==> config.mk <==
export PLATFORM = sky130hd
export DESIGN_NAME = qrs_div_cell
export DESIGN_NICKNAME = d
export VERILOG_FILES = /design/src/hdl/qrs_pkg.sv /design/src/hdl/qrs_div_cell.sv
export SDC_FILE = /design/constraint.sdc
export NUM_CORES = 1
export LEC_CHECK = 0
export BUFFER_PORTS_ARGS = -buffer_cell sky130_fd_sc_hd__buf_2
export CAP_MARGIN = 10
export CORE_AREA = 4 4 261 263
export DETAILED_ROUTE_END_ITERATION = 7
export DIE_AREA = 0 0 265 267
export GPL_TIMING_DRIVEN = 0
export HOLD_SLACK_MARGIN = 0.12
export PLACE_DENSITY = 0.49
export SYNTH_ARGS = -nofsm -noshare
export SYNTH_HDL_FRONTEND = slang
export SYNTH_SLANG_ARGS = --single-unit
==> constraint.sdc <==
create_clock -name i_clk -period 3.25 [get_ports i_clk]
set_input_delay 0.65 -clock i_clk [delete_from_list [all_inputs] [get_ports i_clk]]
set_output_delay 0.65 -clock i_clk [all_outputs]
set_load 0.1 [all_outputs]
==> src/hdl/qrs_pkg.sv <==
// Shared widths and types for the quadratic root solver.
package qrs_pkg;

    localparam int WORD_WIDTH = 32;
    localparam int FRAC_BITS  = 16;

    // exact discriminant b^2 - 4ac and its floor square root
    localparam int DISC_W   = 2 * WORD_WIDTH + 2;
    localparam int ROOT_W   = DISC_W / 2;
    localparam int SQ_REM_W = ROOT_W + 3;

    // m = |b| + sqrt(disc), numerators and quotients of the two divisions
    localparam int MM_W  = WORD_WIDTH + 2;
    localparam int DEN_W = MM_W;
    localparam int QUO_W = WORD_WIDTH + FRAC_BITS + 1;

    typedef struct packed {
        logic degen;
        logic nodisc;
        logic dzero;
        logic neg0;
        logic neg1;
    } t_flags;

    typedef struct packed {
        t_flags                  flags;
        logic [WORD_WIDTH-1:0]   am;
        logic [WORD_WIDTH-1:0]   bm;
        logic [WORD_WIDTH-1:0]   cm;
    } t_side;

    typedef struct packed {
        logic [DISC_W-1:0]   rad;
        logic [SQ_REM_W-1:0] rem;
        logic [ROOT_W-1:0]   root;
        t_side               side;
    } t_sq;

    typedef struct packed {
        logic [QUO_W-1:0] num;
        logic [DEN_W-1:0] rem;
        logic [DEN_W-1:0] den;
        logic [QUO_W-1:0] quo;
    } t_div_lane;

    typedef struct packed {
        t_div_lane l0;
        t_div_lane l1;
        t_flags    flags;
    } t_div;

endpackage

==> src/hdl/qrs_div_cell.sv <==
// One divider cell: settles one quotient bit in each of the two root divisions.
module qrs_div_cell (
    input  logic          i_clk,
    input  logic          i_rst_n,
    input  logic          i_en,
    input  logic          i_valid,
    input  qrs_pkg::t_div i_data,
    output logic          o_valid,
    output qrs_pkg::t_div o_data
);

    localparam int NW = qrs_pkg::QUO_W;
    localparam int DW = qrs_pkg::DEN_W;

    logic          r_valid;
    qrs_pkg::t_div r_data;
    qrs_pkg::t_div n_data;

    function automatic qrs_pkg::t_div_lane step(input qrs_pkg::t_div_lane l);
        qrs_pkg::t_div_lane r;
        logic [DW:0]        rem_sh;
        r      = l;
        rem_sh = {l.rem, l.num[NW-1]};
        r.num  = {l.num[NW-2:0], 1'b0};
        if (rem_sh >= {1'b0, l.den}) begin
            r.rem = DW'(rem_sh - {1'b0, l.den});
            r.quo = {l.quo[NW-2:0], 1'b1};
        end else begin
            r.rem = rem_sh[DW-1:0];
            r.quo = {l.quo[NW-2:0], 1'b0};
        end
        return r;
    endfunction

    always_comb begin
        n_data       = i_data;
        n_data.l0    = step(i_data.l0);
        n_data.l1    = step(i_data.l1);
    end

    always_ff @(posedge i_clk) begin
        if (!i_rst_n) begin
            r_valid <= 1'b0;
        end else if (i_en) begin
            r_valid <= i_valid;
        end
    end

    always_ff @(posedge i_clk) begin
        if (i_en) begin
            r_data <= n_data;
        end
    end

    assign o_valid = r_valid;
    assign o_data  = r_data;

endmodule

# --- Word level (Yosys, flattened, before mapping) ---
# Cells that the tools add are included.
op_classes:
  magnitude_cmp: 2
  n_mux: 4
  add_sub_neg: 2
op_table:
  columns: ["cell", "n"]
  rows:
  - ["$ge 35x34->1", 2]
  - ["$mux 34", 2]
  - ["$sub 34x34->34", 2]
  - ["$mux 1", 2]
totals:
  elab_cells: 22
  output_inout_bits: 338
  ff_bits: 336

# --- Depth between registers and ports, before layout ---
logic_depth:
  depth_word: 2
  mapped_depth: 13
  mapped_depth_nobuf: 13

# --- Least setup slack after synthesis ---
# No wires, ideal clock.
synth_path:
  path_type: "in2reg"
  from: "input port i_data[336] (netlist bit)"
  to: "register r_data, in the netlist o_data[282], data pin"
  arrival_ps: 3094
  n_path_buf: 0
  t_required_ps: 2990
  setup_time_ps: 260
  path_slack_ps: -103
  path_stages: 13
  cell_sequence: "inv_1 -> ha_1 -> inv_1 -> fa_1 -> a211oi_1 -> o21ai_0 -> a21oi_1 -> o22ai_1 -> a211oi_1 -> nor2_1 -> nor4_1 -> a311oi_1 -> mux2_2"
synth_rtl:
  columns: ["element", "line", "rtl"]
  rows:
  - ["start: declaration", "qrs_div_cell.sv:7", "input qrs_pkg::t_div i_data,"]
  - ["end signal: assignment", "qrs_div_cell.sv:51", "r_data <= n_data;"]
  - ["end: declaration", "qrs_div_cell.sv:16", "qrs_pkg::t_div r_data;"]

==> PnR_summary.wiki <==
{| class="wikitable"
! Metric !! Value
|-
| Result of the run || completed
|-
| # IOs || 679
|-
| Clock transition at the registers of the reported paths || 0.06 ns
|-
| Starting DRT DRC Count || 828
|-
| Cell taking the most area after synthesis || edfxtp_1
|-
| Effective utilization at floorplan || 22.4%
|-
| Worst Setup Path Type || input pin to flip-flop
|-
| Required time worst endpoint || 3.52 ns
|-
| Core footprint || 65,600 um2
|-
| Post-synthesis sequential area ratio || 68.6%
|-
| Largest fanout on the critical path || 10
|-
| Row cnt || 94
|-
| Layout cells sized above 1 || 44.2%
|-
| Number of nets with antenna violations after routing || 0
|-
| Reported leakage power || 8.97 nW
|-
| Number of max-capacitance violations reported || 0
|-
| Number of synthesized flops with an enable pin || 335
|-
| Leading cell type by number of instances after synthesis || edfxtp_1
|-
| Number of pins with negative max-slew slack in the final report || 0
|-
| Most numerous cell types in the synthesized netlist || 335 x edfxtp_1, 89 x inv_1, 86 x a21oi_1
|-
| Residual DRC || 0
|-
| Chip Height || 267 um
|-
| Length of the first detailed-routing pass in iterations || 4
|-
| Die area || 70,800 um2
|-
| Area Overhead vs Synth || 41.0%
|-
| Largest net degree at the start of global routing || 131
|-
| Power after layout || 14.7 mW
|-
| Mean instance size in the synthesized netlist || 14.0 um2
|-
| Overall routed net length || 52,300 um
|-
| Kind of launch point of the worst setup path || input pin
|-
| Fraction of synthesized cell area taken by the top area cell type || 68.5%
|-
| Clock latency on the worst-skew pair || 0.54 ns
|-
| Path class of the lowest-slack min-delay path || input pin to flip-flop
|-
| Tightest slew margin relative to the limit || 51.0%
|-
| Nature of the critical path endpoint || flip-flop
|-
| Flip-flop and latch count after synthesis || 336
|-
| Number of fillers in the final layout || 6,772
|-
| Power density of the placed cells || 712 nW/um2
|-
| Biggest area contributors in the synthesized netlist || edfxtp_1 68%, ha_1 5.8%, a21oi_1 2.9%
|-
| Gate count after technology mapping || 1,049
|-
| Via count || 11,390
|-
| Worst ir drop on vdd || 0.000449 V
|-
| Count of input and output buffers || 674
|-
| Clock Sink Count || 336
|-
| Primary flip-flop cell chosen by synthesis mapping || edfxtp_1
|-
| Count of endpoints failing hold in the final timing report || 0
|-
| Summed instance area of the synthesized netlist || 14,700 um2
|-
| Die boundary width || 265 um
|-
| Setup-violating endpoint count in the final report || 0
|-
| Yosys warning count || 0
|-
| Detail-routed net length per standard cell || 19.6 um
|-
| Total GRT Usage || 13.8%
|-
| Number of antenna violations at the first check in global routing || 13
|-
| First-pass GRT wire length || 74,600 um
|-
| CTS Hold Bufs || 0
|-
| GRT overflow || 0
|-
| Total Nets Final || 2,186
|-
| Number of buffers added by the clock tree synthesis step || 39
|-
| Worst-case register-to-register setup slack || 2.66 ns
|-
| Worst Tran Pin Value || 0.734 ns
|-
| Post-synthesis cell type count || 61
|-
| Weighted congestion at the end of routability-driven global placement || 0.847
|-
| Fraction of synthesis flops using an asynchronous set or reset pin || 0%
|-
| H-tree lvl count || 2
|-
| Clock root cell || clkbuf_16
|-
| Period minus WS final || 3.14 ns
|-
| Number of global-route vias before repair || 11,844
|-
| Part of the cycle the worst path needs || 96.7%
|-
| Arrival time at the worst endpoint || 3.42 ns
|-
| Via-to-Cell Ratio || 4.26
|-
| CTS tree || done
|-
| Worst hold slack || 0.274 ns
|-
| Max Clock Freq || 318 MHz
|-
| Post-DP HPWL || 41,700 um
|-
| Setup repair after global routing missed its margin || no
|-
| Maximum clock insertion buffer count || 3
|-
| Final setup skew || 0 ns
|}
path summary, 6_finish.rpt:
path | start | depth (start not counted) | endpoint
max | i_data[230] | 12 | o_data[270]
min | i_data[306] | 1 | o_data[307]
max reg2reg | o_valid | 2 | o_valid
min reg2reg | o_valid | 2 | o_valid
cell families after synthesis:
group                    count (synthesis)  synth area share [%]
AO/OA/AOI/OAI                          254                  11.0
XOR/XNOR                                57                  3.40
adder cells (fa/ha/maj)                 70                  6.07
buffers and inverters                  114                  3.13
flip-flops                             336                  68.6
multiplexers                            19                  1.44
other                                    1                0.0255
AND/OR/NAND/NOR                        198                  6.33
metal layers:
layer	GRT usage [%]	vias to the layer above	share of wire, %
li1	-	5398	-
met1	16.0	5456	39
met2	24.2	444	50
met3	4.18	80	7.8
met4	4.61	12	2.6
met5	0	-	0.14
worst max-delay path, cell delays in order:
cell and delay, ns:
buf_2 0.09, inv_1 0.06, ha_1 0.35, nand4_1 0.16
a211o_1 0.33, a311o_1 0.34, o211a_2 0.19, o32a_4 0.42
o21ai_4 0.23, buf_4 0.22, buf_4 0.22, a21oi_1 0.14
registers in the layout, summed over array words and instances (netlist names):
register and cells:
o_data 335, o_valid 1
cell usage in the layout, fill, tap and decap left out, drive strengths merged, types with 11 or more instances in the layout:
| master | netlist | layout |
|---|---|---|
| buf | 13 | 697 |
| edfxtp | 335 | 335 |
| inv | 89 | 92 |
| a21oi | 86 | 86 |
| ha | 68 | 68 |
| nand2 | 65 | 65 |
| o21ai | 63 | 63 |
| clkbuf | 12 | 58 |
| nor2 | 48 | 48 |
| xnor2 | 31 | 31 |
| a21o | 29 | 29 |
| xor2 | 26 | 26 |
| nand3 | 21 | 21 |
| mux2 | 17 | 17 |
| clkinv | 0 | 15 |
| o21bai | 13 | 13 |
| nand4 | 12 | 12 |
| and3 | 11 | 11 |
per-stage QoR:
| stage | utilization (%) | worst slack, ns | area, um2 | setup TNS [ns] | cells |
|---|---|---|---|---|---|
| after floorplan | - | 0.00387 | 14700 | 0 | 1050 |
| after global placement | 29.2 | -3.58 | 19200 | -1221.95 | 2588 |
| after detailed placement | 29.3 | -0.887 | 19200 | -39.63 | 2590 |
| after CTS | 31.4 | 0.0121 | 20600 | 0 | 2666 |
| after global routing | 31.6 | 0.0247 | 20700 | 0 | 2675 |
| final | 31.6 | 0.106 | 20700 | 0 | 2675 |
area by class of cell:
type                    count  area, um2  area share (%)
plain buffers              25        134           0.646
flip-flops and latches    336      10100            48.7
well taps                 864       1080            5.22
repair buffers            684       3500            16.9
diodes                      5       12.5          0.0604
inverters                  89        334            1.61
multi-input cells         600       4240            20.5
clock inverters            26        282            1.36
clock buffers              46       1040            5.05
power breakdown:
group | internal, mW | total (mW) | switching [mW]
sequential | 5.27 | 5.37 | 0.107
combinational | 0.853 | 4.82 | 3.97
clock | 2.72 | 4.55 | 1.83
timing repair:
item | 4_1_cts | 5_1_grt
setup endpoints to repair | 29 | 27
resized for setup | 6 | 7
pin swaps | 2 | 2
cloned | 0 | 0
setup buffers | 4 | 4
No activity file was read; power rests on OpenSTA's default activity.
