## config.mk

```make
export PLATFORM = sky130hd
export DESIGN_NAME = qrs_sqrt_cell
export DESIGN_NICKNAME = d
export VERILOG_FILES = /design/src/hdl/qrs_pkg.sv /design/src/hdl/qrs_sqrt_cell.sv
export SDC_FILE = /design/constraint.sdc
export NUM_CORES = 1
export LEC_CHECK = 0
export BUFFER_PORTS_ARGS = -buffer_cell sky130_fd_sc_hd__buf_2
export CORE_AREA = 2 2 188 190
export CTS_CLUSTER_DIAMETER = 120
export DETAILED_ROUTE_END_ITERATION = 6
export DIE_AREA = 0 0 190 192
export HOLD_SLACK_MARGIN = 0.06
export PLACE_DENSITY = 0.61
export RECOVER_POWER = 25
export SYNTH_ARGS = -nofsm -noshare
export SYNTH_HDL_FRONTEND = slang
export SYNTH_SLANG_ARGS = --single-unit
```

## constraint.sdc

```tcl
create_clock -name i_clk -period 3.8 [get_ports i_clk]
set_input_delay 0.76 -clock i_clk [delete_from_list [all_inputs] [get_ports i_clk]]
set_output_delay 0.76 -clock i_clk [all_outputs]
set_load 0.02 [all_outputs]
```

## src/hdl/qrs_pkg.sv

```systemverilog
// Shared widths and types for the quadratic root solver.
package qrs_pkg;

    localparam int WORD_WIDTH = 32;
    localparam int FRAC_BITS  = 16;

    // exact discriminant b^2 - 4ac and its floor square root
    localparam int DISC_W   = 2 * WORD_WIDTH + 2;
    localparam int ROOT_W   = DISC_W / 2;
    localparam int SQ_REM_W = ROOT_W + 3;

    // m = |b| + sqrt(disc), numerators and quotients of the two divisions
    localparam int MM_W  = WORD_WIDTH + 2;
    localparam int DEN_W = MM_W;
    localparam int QUO_W = WORD_WIDTH + FRAC_BITS + 1;

    typedef struct packed {
        logic degen;
        logic nodisc;
        logic dzero;
        logic neg0;
        logic neg1;
    } t_flags;

    typedef struct packed {
        t_flags                  flags;
        logic [WORD_WIDTH-1:0]   am;
        logic [WORD_WIDTH-1:0]   bm;
        logic [WORD_WIDTH-1:0]   cm;
    } t_side;

    typedef struct packed {
        logic [DISC_W-1:0]   rad;
        logic [SQ_REM_W-1:0] rem;
        logic [ROOT_W-1:0]   root;
        t_side               side;
    } t_sq;

    typedef struct packed {
        logic [QUO_W-1:0] num;
        logic [DEN_W-1:0] rem;
        logic [DEN_W-1:0] den;
        logic [QUO_W-1:0] quo;
    } t_div_lane;

    typedef struct packed {
        t_div_lane l0;
        t_div_lane l1;
        t_flags    flags;
    } t_div;

endpackage

```

## src/hdl/qrs_sqrt_cell.sv

```systemverilog
// One square root cell: settles one root bit from two radicand bits.
module qrs_sqrt_cell (
    input  logic         i_clk,
    input  logic         i_rst_n,
    input  logic         i_en,
    input  logic         i_valid,
    input  qrs_pkg::t_sq i_data,
    output logic         o_valid,
    output qrs_pkg::t_sq o_data
);

    localparam int D  = qrs_pkg::DISC_W;
    localparam int RW = qrs_pkg::SQ_REM_W;
    localparam int QW = qrs_pkg::ROOT_W;

    logic         r_valid;
    qrs_pkg::t_sq r_data;
    qrs_pkg::t_sq n_data;
    logic [RW-1:0] rem_sh, trial;

    always_comb begin
        rem_sh = {i_data.rem[RW-3:0], i_data.rad[D-1 -: 2]};
        trial  = {{(RW-QW-2){1'b0}}, i_data.root, 2'b01};
        n_data = i_data;
        n_data.rad = {i_data.rad[D-3:0], 2'b00};
        if (rem_sh >= trial) begin
            n_data.rem  = rem_sh - trial;
            n_data.root = {i_data.root[QW-2:0], 1'b1};
        end else begin
            n_data.rem  = rem_sh;
            n_data.root = {i_data.root[QW-2:0], 1'b0};
        end
    end

    always_ff @(posedge i_clk) begin
        if (!i_rst_n) begin
            r_valid <= 1'b0;
        end else if (i_en) begin
            r_valid <= i_valid;
        end
    end

    always_ff @(posedge i_clk) begin
        if (i_en) begin
            r_data <= n_data;
        end
    end

    assign o_valid = r_valid;
    assign o_data  = r_data;

endmodule

```

; ---- Word level (Yosys, flattened, before mapping)
; Index checks and enable logic that the tools add are counted.
[op_classes]
add_sub_neg = 1
n_lt_le_gt_ge = 1
n_mux = 1
[ops]
columns = cell, count
row1 = 2-to-1 mux 69 bit, 1
row2 = >= comparator 36 x 35 -> 1 bit, 1
row3 = subtractor 36 x 35 -> 36 bit, 1
[totals]
regBits = 235
out_inout_bits = 237
elab_cells = 15

; ---- Longest topological paths before layout
; Gate-level depths: netlist (run 1).
[depth]
depth_word = 2
ltp_mapped = 13
mapped_depth_nobuf = 11

; ---- Least setup slack after synthesis (run 1)
; Ideal clock, no wire load.
[synth_timing]
kind = in2reg
start = in i_data[102] (netlist name)
end = reg r_data, in the netlist o_data[141] (data pin)
setup_time_ps = 260
arrival_time_ps = 3190
t_required_ps = 3540
path_slack_ps = 350
cell_stages = 12
path_buffers = 1
cell_sequence = inv_1 -> ha_1 -> o21a_2 -> o311ai_2 -> a32oi_2 -> a41oi_4 -> o211a_4 -> o31a_4 -> o211a_4 -> inv_8 -> buf_12 -> mux2_4
[synth_lines]
columns = element, line
row1 = start: declaration, qrs_sqrt_cell.sv:7  ; input qrs_pkg::t_sq i_data,
row2 = end signal: assignment, qrs_sqrt_cell.sv:45  ; r_data <= n_data;
row3 = end: declaration, qrs_sqrt_cell.sv:17  ; qrs_pkg::t_sq r_data;

==> results.sh, run 1 <==
export IMPL_syn2layout_area_growth_pct=42.1
export IMPL_ant_nets=0
export IMPL_rows=68
export IMPL_top_layer="met5"
export IMPL_cts_buffer_depth=3
export IMPL_nets=1383
export IMPL_wirelength_mm=32.4
export IMPL_numClockSinks=235
export IMPL_firstDrtPassIters=4
export IMPL_synth_edf_count=234
export IMPL_final_max_slew_violation_count=0
export IMPL_synth_area_leaders="edfxtp_1, ha_1, mux2_4"
export IMPL_fin_skew_ps=0
export IMPL_die_area_um2=36500
export IMPL_synthMuxAreaShare_pct=5.00
export IMPL_post_cts_buffers=0
export IMPL_io_buffers=472
export IMPL_cts_tree="done"
export IMPL_synth_most_common_cell="edfxtp_1"
export IMPL_holdCritStartpoint="i_data[51]"
export IMPL_cp_required_ps=4110
export IMPL_worst_ir_drop_vdd_v=0.000365
export IMPL_tightest_slew_ps=723
export IMPL_cp_arrival_ps=3480
export IMPL_vias_per_cell=4.44
export IMPL_crit_path_max_fanout=11
export IMPL_synth_async_sr_flop_share_pct=0
export IMPL_synth_top_area_share_pct=72.3
export IMPL_ctsResizeCount=0
export IMPL_synth_top_family_by_area="compound AO/OA/AOI/OAI gates"
export IMPL_cap_violations=0
export IMPL_avgRoutedWirePerCell_um=20.4
export IMPL_cts_buffers=27
export IMPL_timing_rr_start="o_valid"
export IMPL_cts_max_level=1
export IMPL_setup_violations_final=0
export IMPL_reg2reg_depth=2
export IMPL_slew_headroom_pct=51.8
export IMPL_syn_area_um2=9730
export IMPL_r2r_end="o_valid"
export IMPL_route_detailed_drc=0
export IMPL_grt_usage_pct=16.6
export IMPL_r2r_setup_slack_ps=3210
export IMPL_drive_gt1_share_pct=51.6
export IMPL_ctsHoldBuffers=0
export IMPL_via_count=7053
export IMPL_synthDistinctLibCells=65
export IMPL_place_gp_congestion=0.888
export IMPL_die_h_um=192
export IMPL_synth_fa_ha_area_share_pct=4.50
export IMPL_hold_depth=1
export IMPL_total_leakage_power_uw=0.00609
export IMPL_criticalPathCategory="in -> reg"
export IMPL_fmax_mhz=316
export IMPL_hold_class="in -> reg"
export IMPL_ys_seq_area_share_pct=72.5
export IMPL_drt_iter0_markers=345
export IMPL_nFillCells=3243
export IMPL_ys_warn_count=0
export IMPL_wl_met1_mm=12.0
export IMPL_grt_max_degree=88
export IMPL_grt_pass1_vias=7160
export IMPL_core_area_um2=34300
export IMPL_grt_pass1_wl_mm=44.5
export IMPL_antenna_found_initial=10
export IMPL_synth_xor_area_share_pct=2.79
export IMPL_finalCritPeriodShare_pct=83.4
export IMPL_p_per_area_nw_per_um2=536
export IMPL_overflow=0
export IMPL_syn_inst=586
export IMPL_synthSimpleGateAreaFrac_pct=4.76
export IMPL_fin_util_pct=40.3
export IMPL_die_w_um=190
export IMPL_tns_ps=0
export IMPL_syn_area_per_cell_um2=16.6
export IMPL_rsz0062_at_grt="no"
export IMPL_endpoint_kind="register"
export IMPL_synth_seq_cells=235
export IMPL_insertion_delay_ps=560
export IMPL_cts_root_buf="clkbuf_16"
export IMPL_path_clk_slew_ps=60
export IMPL_outcome="complete, no violations"
export IMPL_fin_crit_ps=3170
export IMPL_synth_commonest_cells="edfxtp_1, inv_1, ha_1"
export IMPL_start_util_pct=28.4
export IMPL_synth_compound_area_share_pct=7.37
export IMPL_critPathLaunchType="input pin"
export IMPL_wl_met3_mm=2.91
export IMPL_ioPinCount=477
export IMPL_min_to="o_data[51]"
export IMPL_yosys_most_used_dff="edfxtp_1"
export IMPL_hold_viol=0
export IMPL_route_met2_wl_mm=16.1
export IMPL_dp_hpwl_mm=25.6
export IMPL_synth_area_leader_cell="edfxtp_1"
-- registers in the layout, indices dropped and copies added, names as in the netlist --
register and cells:
o_valid 1, o_data 234
-- worst max-delay path, cell delays in order --
cell and delay [ps]:
clkbuf_1 100, inv_1 60, ha_1 290, and2b_2 170, o311ai_2 100, a32oi_2 360, a41oi_4 180, o211a_4 290
o31a_4 290, o211a_4 260, inv_8 110, buf_12 160, mux2_4 310
-- per-layer routing --
metal  global-route usage, %  vias up
met5                       0        -
met4                    6.86       12
met3                    5.92       70
met2                    28.9      310
met1                    18.3     3383
li1                        -     3278
-- cell type report --
| type | count | area (µm²) | share of cell area [%] |
|---|---|---|---|
| flip-flops and latches | 235 | 7050 | 51.0 |
| repair buffers | 503 | 2640 | 19.1 |
| multi-input cells | 293 | 2380 | 17.3 |
| clock buffers | 33 | 698 | 5.05 |
| well taps | 455 | 569 | 4.12 |
| clock inverters | 17 | 283 | 2.05 |
| inverters | 48 | 188 | 1.36 |
| diodes | 5 | 12.5 | 0.0906 |
-- logic make-up (layout without fill, tap and decap cells) --
group	after synthesis	in the layout
flops	235	235
compound gates	99	99
simple gates	91	91
buf+inv	59	601
fa+ha+maj	35	35
mux	35	35
xor+xnor	31	31
other cells	1	7
-- how the worst max path moves through the flow --
| stage | from | endpoint | slack, ps | cells past startpoint |
|---|---|---|---|---|
| 6_report | i_data[101] | o_data[144] | 630 | 13 |
| 3_5_place_dp | i_data[101] | o_data[144] | 40 | 13 |
| 3_3_place_gp | i_data[235] | o_data[149] | 80 | 13 |
| 5_1_grt | i_data[101] | o_data[169] | 490 | 15 |
| 2_1_floorplan | i_data[102] | o_data[141] | 350 | 12 |
| 4_1_cts | i_data[101] | o_data[144] | 640 | 13 |
-- power by group --
part	internal, µW	switching [µW]
combinational	532	807
sequential	3130	57.9
clock	1790	1080
-- cell usage in the layout (no fill, tap or decap), drive strengths merged, types with 5 or more instances in the layout --
| cell | n |
|---|---|
| buf | 487 |
| edfxtp | 234 |
| inv | 50 |
| clkbuf | 49 |
| ha | 35 |
| mux2 | 31 |
| a21oi | 30 |
| nand2 | 27 |
| o21ai | 19 |
| xnor2 | 18 |
| nor2 | 15 |
| xor2 | 13 |
| a21o | 10 |
| nand3 | 9 |
| nor3 | 7 |
| nand4 | 7 |
| bufinv | 7 |
| o21a | 7 |
| clkinv | 6 |
| and3 | 6 |
| diode | 5 |
| o211ai | 5 |
-- metrics by stage --
step | setup WS (ps) | power [µW] | instance area (µm²) | hold WS (ps) | std cells
global route | 494 | 7680 | 13800 | 336 | 1585
CTS | 643 | 7500 | 13800 | 331 | 1584
global placement | 76.3 | 4580 | 12800 | 505 | 1534
detailed placement | 43.2 | 4600 | 12800 | 504 | 1534
floorplan | 350 | 4010 | 9730 | 589 | 587
finish | 632 | 7400 | 13800 | 374 | 1589
No activity file was read; power rests on OpenSTA's default activity.
==> run 2: changes to the inputs <==
CORE_AREA = 2 2 185 187   (was 2 2 188 190)
DIE_AREA = 0 0 187 189   (was 0 0 190 192)
PLACE_DENSITY = 0.64   (was 0.61)
clock period = 2.8 ns   (was 3.8 ns; I/O delays follow)
==> run 2 against run 1 <==
Against the previous run:
- combinational power grew 46%
- critical path type unchanged
- critical path depth fell by 1
- core utilization is 2.7 points higher
==> results.sh, run 2 (same netlist as run 1, synthesis figures left out) <==
export IMPL_outcome="complete, no violations"
export IMPL_pre_cts_ws_ps=-621
export IMPL_firstDrtPassIters=5
export IMPL_cts_tree="done"
export IMPL_cts_buffers=27
export IMPL_rows=67
export IMPL_via_count=7419
export IMPL_cts_root_buf="clkbuf_16"
export IMPL_p_per_area_nw_per_um2=668
export IMPL_layout_commonest_cell="buf_2"
export IMPL_largest_register_ffs=234
export IMPL_drt_iter0_markers=496
export IMPL_tns_ps=0
export IMPL_fmax_mhz=365
export IMPL_cp_arrival_ps=3020
export IMPL_critPathLaunchType="input pin"
export IMPL_endpoint_kind="register"
export IMPL_rsz0062_at_grt="no"
export IMPL_die_h_um=189
export IMPL_dp_hpwl_mm=27.0
export IMPL_vias_per_cell=4.49
export IMPL_criticalPathCategory="in -> reg"
export IMPL_grt_pass1_vias=7389
export IMPL_die_w_um=187
export IMPL_die_area_um2=35300
export IMPL_place_gp_congestion=0.879
export IMPL_instances_no_fill=1652
export IMPL_total_leakage_power_uw=0.00639
export IMPL_worst_ir_drop_vdd_v=0.000479
export IMPL_grt_usage_pct=18.2
export IMPL_hold_viol=0
export IMPL_cts_max_level=1
export IMPL_cts_buffer_depth=3
export IMPL_cp_required_ps=3090
export IMPL_placed_cells=1597
export IMPL_start_util_pct=29.2
export IMPL_core_area_um2=33300
export IMPL_insertion_delay_ps=540
export IMPL_hold_class="in -> reg"
export IMPL_crit_path_max_fanout=11
export IMPL_nets=1455
export IMPL_final_cell_mix="buf_2, edfxtp_1, buf_4, inv_1, ha_1"
export IMPL_route_detailed_drc=0
export IMPL_fin_skew_ps=0
export IMPL_overflow=0
export IMPL_io_buffers=472
export IMPL_fin_crit_ps=2740
export IMPL_final_max_slew_violation_count=0
export IMPL_finalCritPeriodShare_pct=97.8
export IMPL_worst_slack_ps=60.9
export IMPL_drive_gt1_share_pct=56.0
export IMPL_setup_violations_final=0
export IMPL_cap_violations=0
export IMPL_syn2layout_area_growth_pct=47.1
export IMPL_grt_pass1_wl_mm=47.6
export IMPL_ioPinCount=477
export IMPL_path_clk_slew_ps=60
export IMPL_ctsHoldBuffers=0
export IMPL_avgRoutedWirePerCell_um=20.5
export IMPL_numClockSinks=235
export IMPL_grt_max_degree=63
export IMPL_ant_nets=0
export IMPL_antenna_found_initial=19
export IMPL_wirelength_mm=33.9
[run 2: critical path, cell delays in order]
cell	delay, ps
buf_2	120
ha_4	260
and2b_2	170
o311ai_4	100
a32oi_2	280
a41oi_4	170
o211a_4	260
o31a_4	280
o211a_4	260
inv_8	80
buf_12	140
mux2_2	340
[run 2: worst paths after layout]
check | startpoint | end | slack, ps | cells past startpoint
worst max-delay path | i_data[134] | o_data[136] | 60 | 12
worst min-delay path | i_data[20] | o_data[20] | 180 | 1
worst max register to register | o_valid | o_valid | 2200 | 2
worst min register to register | o_valid | o_valid | 540 | 2
[run 2: per-layer routing]
metal	GRT usage, %	vias to the layer above	part of all wire, %
met2	30.9	323	49
met4	6.01	14	3.4
met3	6.02	67	9.3
met1	21.7	3590	38
met5	0	-	0.29
li1	-	3425	-
[run 2: report_power, final]
part	switching (µW)	internal [µW]	leakage, µW	total (µW)
logic	1130	833	0.00371	1960
registers	89.2	4250	0.00230	4340
clock network	1470	1780	0.000389	3250
[run 2: timing repair]
action,CTS,global route
pin swaps,1,0
gates resized for setup,1,6
buffers inserted,0,2
setup endpoints to repair,8,31
[run 2: final cells by class]
class,instances,area [µm²]
diodes,6,15.0
clock buffers,30,687
multi-input cells,293,2460
well taps,448,561
clock inverters,17,114
repair buffers,575,3220
inverters,48,200
fillers,3119,19000
flip-flops and latches,235,7050
[run 2: through the flow]
| step | hold WS [ps] | power, µW | utilization (%) | area, µm² |
|---|---|---|---|---|
| floorplan | 589 | 5450 | - | 9800 |
| global placement | 495 | 6360 | 40.4 | 13500 |
| detailed placement | 535 | 6380 | 40.4 | 13500 |
| CTS | 143 | 9670 | 42.9 | 14300 |
| global route | 145 | 9940 | 43.0 | 14300 |
| finish | 179 | 9550 | 43.0 | 14300 |
